===== src/rtl/chi_pkg.sv =====
// Shared constants and controller/datapath interface types for the cuckoo insert block.
// No dependencies.
package chi_pkg;

  localparam int KEY_W          = 31;
  localparam int KICK_W         = 7;
  localparam int SLOT_OUT_W     = 10;
  localparam int TABLE_SIZE_DEF = 11;
  localparam logic [KICK_W-1:0] KICKS_RESET = 7'd11;

  typedef struct packed {
    logic clr_wr;
    logic key_load;
    logic div2_go;
    logic hash_done;
    logic p1;
    logic p2;
    logic fin_ok1;
    logic fin_ok2;
    logic fin_fail;
  } chi_cmd_t;

  typedef struct packed {
    logic clr_last;
    logic div_done;
    logic t1_valid;
    logic t2_valid;
    logic kicks_left;
    logic kicks_left_next;
  } chi_sts_t;

endpackage


===== src/rtl/chi_ctrl.sv =====
// Controller FSM: clearing sweep, hash computation, alternating table probes.
// Depends on chi_pkg.
module chi_ctrl (
  input  logic              clk_i,
  input  logic              rst_ni,
  input  logic              start_i,
  output logic              busy_o,
  input  chi_pkg::chi_sts_t sts_i,
  output chi_pkg::chi_cmd_t cmd_o
);
  import chi_pkg::*;

  localparam logic [2:0] S_CLR  = 3'd0;
  localparam logic [2:0] S_IDLE = 3'd1;
  localparam logic [2:0] S_DIV1 = 3'd2;
  localparam logic [2:0] S_DIV2 = 3'd3;
  localparam logic [2:0] S_P1   = 3'd4;
  localparam logic [2:0] S_P2   = 3'd5;
  localparam logic [2:0] S_FAIL = 3'd6;

  logic [2:0] state_q, state_d;

  always_comb begin
    state_d = state_q;
    cmd_o   = '0;
    unique case (state_q)
      S_CLR: begin
        cmd_o.clr_wr = 1'b1;
        if (sts_i.clr_last) begin
          state_d = S_IDLE;
        end
      end
      S_IDLE: begin
        if (start_i) begin
          cmd_o.key_load = 1'b1;
          state_d        = S_DIV1;
        end
      end
      S_DIV1: begin
        if (sts_i.div_done) begin
          cmd_o.div2_go = 1'b1;
          state_d       = S_DIV2;
        end
      end
      S_DIV2: begin
        if (sts_i.div_done) begin
          cmd_o.hash_done = 1'b1;
          state_d         = sts_i.kicks_left ? S_P1 : S_FAIL;
        end
      end
      S_P1: begin
        cmd_o.p1 = 1'b1;
        if (!sts_i.t1_valid) begin
          cmd_o.fin_ok1 = 1'b1;
          state_d       = S_IDLE;
        end else begin
          state_d = S_P2;
        end
      end
      S_P2: begin
        cmd_o.p2 = 1'b1;
        if (!sts_i.t2_valid) begin
          cmd_o.fin_ok2 = 1'b1;
          state_d       = S_IDLE;
        end else begin
          state_d = sts_i.kicks_left_next ? S_P1 : S_FAIL;
        end
      end
      S_FAIL: begin
        cmd_o.fin_fail = 1'b1;
        state_d        = S_IDLE;
      end
      default: begin
        state_d = S_IDLE;
      end
    endcase
  end

  always_ff @(posedge clk_i or negedge rst_ni) begin
    if (!rst_ni) begin
      state_q <= S_CLR;
    end else begin
      state_q <= state_d;
    end
  end

  assign busy_o = state_q != S_IDLE;

endmodule


===== config.mk =====
export PLATFORM = sky130hd
export DESIGN_NAME = chi_ctrl
export DESIGN_NICKNAME = d
export VERILOG_FILES = /design/src/rtl/chi_pkg.sv /design/src/rtl/chi_ctrl.sv
export SDC_FILE = /design/constraint.sdc
export NUM_CORES = 1
export LEC_CHECK = 0
export BUFFER_PORTS_ARGS = -buffer_cell sky130_fd_sc_hd__buf_2
export CAP_MARGIN = 0
export CORE_AREA = 10 10 47 49
export CTS_CLUSTER_DIAMETER = 80
export CTS_CLUSTER_SIZE = 28
export DETAILED_ROUTE_END_ITERATION = 12
export DIE_AREA = 0 0 57 59
export PLACE_DENSITY = 0.4
export SLEW_MARGIN = 20
export SYNTH_ARGS = -nofsm -noshare
export SYNTH_HDL_FRONTEND = slang
export SYNTH_SLANG_ARGS = --single-unit

===== constraint.sdc =====
create_clock -name clk_i -period 1.65 [get_ports clk_i]
set_input_delay 0.0825 -clock clk_i [delete_from_list [all_inputs] [get_ports clk_i]]
set_output_delay 0.0825 -clock clk_i [all_outputs]
set_load 0.05 [all_outputs]

== After elaboration in Yosys (flattened, before gate mapping) ==
Cells that the tools add are included.
Widths: inputs -> output; s select.

* Flip-flop bits (word level): 3
* Input port bits: 9

* Equality and inequality tests: 11
* Multiplexer cells: 22
* Reductions and logical operators: 2

{| class="wikitable"
|+ Operators by type and width
! cell !! count
|-
| $mux 3 || 6
|-
| $pmux 3 s6 || 1
|-
| $mux 1 || 13
|-
| $eq 3x3->1 const B || 3
|-
| $ne 2x2->1 const B || 4
|-
| $eq 3x2->1 const B || 2
|-
| $mux 2 || 2
|-
| $reduce_and 4->1 || 1
|-
| $eq 3x1->1 const B || 1
|-
| $logic_not 3->1 || 1
|-
| $ne 3x1->1 const B || 1
|}

== Depth between registers and ports, before layout ==
* Depth in word-level cells: 3
* Gate-level depth with buffers: 4

== Worst setup path before layout ==
No wires, ideal clock.

* Path kind: reg-to-output
* Start point: register state_q[1]
* End point: output port cmd_o[1] (netlist name)
* Data arrival time: 1737 ps
* Data required time: 1567 ps
* Path slack: -169 ps
* Cell stages (with the launch flop): 4
* Buffers on the path: 1
* Cell sequence: dfrtp_1 buf_2 nand2b_1 nor3_1

{| class="wikitable"
|+ RTL lines
! element !! line !! source
|-
| from (decl) || chi_ctrl.sv:21 || <nowiki>logic [2:0] state_q, state_d;</nowiki>
|-
| from (signal assigned) || chi_ctrl.sv:83 || <nowiki>state_q <= state_d;</nowiki>
|-
| to (decl) || chi_ctrl.sv:9 || <nowiki>output chi_pkg::chi_cmd_t cmd_o</nowiki>
|}

==> results.sh <==
export IMPL_nFillCells=171
export IMPL_cts_max_path_buffers=2
export IMPL_cp_required_ps=1570
export IMPL_finalHoldViolCount=0
export IMPL_fin_hold_ws_ps=144
export IMPL_worstSetupPathType="register to primary output"
export IMPL_crit_arrival_ps=1430
export IMPL_slew_viol_final=0
export IMPL_grt_max_degree=13
export IMPL_muxShareOfSynthArea=0.0390
export IMPL_finalCriticalPeriod_ps=1510
export IMPL_instances_no_fill=70
export IMPL_synthArstFlopShare=1.00
export IMPL_maxSlewHeadroom=0.746
export IMPL_postSynthAreaPerCell_sq_um=7.54
export IMPL_setup_viol=0
export IMPL_vias_per_cell=4.40
export IMPL_cts_made_buffers=3
export IMPL_timing_setup_tns_ps=0
export IMPL_ys_warn_count=0
export IMPL_dieArea_sq_um=3360
export IMPL_rows=14
export IMPL_period_share=0.917
export IMPL_grt_pass1_wl_um=1310
export IMPL_die_w_um=57
export IMPL_drive_above_1_share=0.389
export IMPL_critPathCaptureType="primary output"
export IMPL_synth_area_sq_um=256
export IMPL_synth_xor_area_frac=0.0341
export IMPL_synth_top_cell_by_area="dfrtp_1"
export IMPL_grtUsageTotal=0.0501
export IMPL_design_core_area_sq_um=1400
export IMPL_p_per_area_nw_per_um2=2260
export IMPL_synth_seq_cells=3
export IMPL_rsz0062_at_grt="false"
export IMPL_ys_top_cells_by_count="and3_1 (4), nor2_1 (4), nor3_1 (4), dfrtp_1 (3)"
export IMPL_status="completed"
export IMPL_regArea_sq_um=75.1
export IMPL_synth_edf_count=0
export IMPL_synthAdderAreaFrac=0
export IMPL_dp_slack_ps=388
export IMPL_worst_slack_ps=138
export IMPL_post_cts_resized=0
export IMPL_regMostFlops="state_q"
export IMPL_hpwl_um=689
export IMPL_yosys_most_used_dff="dfrtp_1"
export IMPL_port_buffers=18
export IMPL_insertion_delay_ps=240
export IMPL_cts_root_buffer="clkbuf_4"
export IMPL_cts_tree="yes"
export IMPL_hp_class="input port to register"
export IMPL_syn_inst=34
export IMPL_clkTransAtPathRegs_ps=40
export IMPL_gp_congestion=0.705
export IMPL_ys_seq_area_frac=0.293
export IMPL_multi_input_area_sq_um=153
export IMPL_synth_cell_types=20
export IMPL_vias=308
export IMPL_firstDrtPassIters=4
export IMPL_fin_util=0.272
export IMPL_route_detailed_drc=0
export IMPL_grt_pass1_vias=327
export IMPL_num_antenna_cells=0
export IMPL_gr_total_overflow=0
export IMPL_ir_drop_v=0.000747
export IMPL_fp_dieH_um=59
export IMPL_drv_cap=0
export IMPL_largest_reg_flops=3
export IMPL_dr_first_iter_drc_count=7
export IMPL_area_growth_syn_to_layout_pct=48.8
export IMPL_cp_start_kind="register"
export IMPL_critPathMaxFanout=12
export IMPL_tightest_slew_ps=381
export IMPL_p_leak_nw=0.219
export IMPL_ant_nets=0
export IMPL_nets=64
export IMPL_synth_nets=43
export IMPL_routed_wl_um=889
export IMPL_netlist_area_leader_share=0.293
export IMPL_start_util=0.183
export IMPL_postCtsSetupRepairBufs=0
export IMPL_place_inst=65
export IMPL_fin_skew_ps=4.02
export IMPL_ios=19
export IMPL_synth_top_family_by_area="simple AND/OR/NAND/NOR gates"
export IMPL_antenna_found_initial=0
export IMPL_cts_sinks=3
export IMPL_htreeDepth=1
export IMPL_synth_simple_area_share=0.390
export IMPL_cts_hold_fix_buffers=1
export IMPL_max_freq_mhz=661
export IMPL_netlist_top_cells_area="dfrtp_1 (29%), and3_1 (9.8%), nor3_1 (7.8%), nor2_1 (5.9%), buf_6 (4.4%)"
export IMPL_synth_compound_area_frac=0.132
export IMPL_largest_registers="state_q x3"
export IMPL_drt_wirelength_per_cell_um=12.7
==> cell families after synthesis <==
logic type                count (synthesis)
and+or+nand+nor                          19
AOI/OAI and AO/OA                         5
buffers and inverters                     5
DFF                                       3
xor gates and xnor gates                  1
muxes                                     1
==> path summary, 6_finish.rpt <==
path | depth (start not counted) | start | to | slack [ps]
worst max register to register | 3 | state_q[0] | state_q[0] | 410
max in group asynchronous | 2 | rst_ni | state_q[0] | 1370
worst min register to register | 1 | state_q[1] | state_q[1] | 670
worst min-delay path | 3 | sts_i[3] | state_q[2] | 140
worst max-delay path | 3 | state_q[0] | cmd_o[1] | 140
min in group asynchronous | 2 | rst_ni | state_q[2] | 170
==> through the flow <==
stage / instance area [sq um] / power (mW)
2_1_floorplan: 256 / 0.643
3_3_place_gp: 345 / 0.737
3_5_place_dp: 345 / 0.730
4_1_cts: 382 / 0.871
5_1_grt: 382 / 0.931
6_report: 382 / 0.863
==> worst max-delay path, cell delays in order, from the launching register on <==
cell and delay [ps]:
dfrtp_1 560, inv_1 160, nor3_1 190, buf_2 290
==> power breakdown <==
part | switching [mW] | internal, mW | leakage, nW | total (mW)
clock network | 0.0445 | 0.0911 | 0.0150 | 0.136
logic | 0.364 | 0.155 | 0.168 | 0.520
registers | 0.0989 | 0.109 | 0.0365 | 0.208
==> cell usage in the layout, fill, tap and decap left out <==
| cell type | n |
|---|---|
| nor2_1 | 4 |
| dlygate4sd3_1 | 1 |
| or3_1 | 1 |
| nand2_1 | 2 |
| nor3b_1 | 1 |
| buf_2 | 18 |
| nand2b_1 | 1 |
| and3_1 | 4 |
| a21oi_1 | 1 |
| dfrtp_1 | 3 |
| nor3_1 | 4 |
| xor2_1 | 1 |
| mux2i_1 | 1 |
| o22ai_1 | 1 |
| a31oi_1 | 1 |
| inv_1 | 2 |
| clkbuf_4 | 3 |
| nand3_1 | 1 |
| and2b_1 | 1 |
| clkbuf_1 | 1 |
| o21bai_1 | 1 |
| a22o_1 | 1 |
==> cell type report <==
| cell class | instances | area share |
|---|---|---|
| flip-flops and latches | 3 | 0.197 |
| well taps | 16 | 0.0525 |
| inverters | 2 | 0.0197 |
| clock buffers | 4 | 0.0689 |
| repair buffers | 19 | 0.262 |
| multi-input cells | 26 | 0.400 |
==> layer usage <==
| layer | vias up | GRT usage | share of wire |
|---|---|---|---|
| met4 | 0 | 0.0302 | 0.019 |
| met5 | - | 0 | 0 |
| met3 | 2 | 0.0386 | 0.11 |
| met2 | 19 | 0.0651 | 0.39 |
| met1 | 128 | 0.0558 | 0.48 |
| li1 | 159 | - | - |
(Power assumes the default switching activity.)
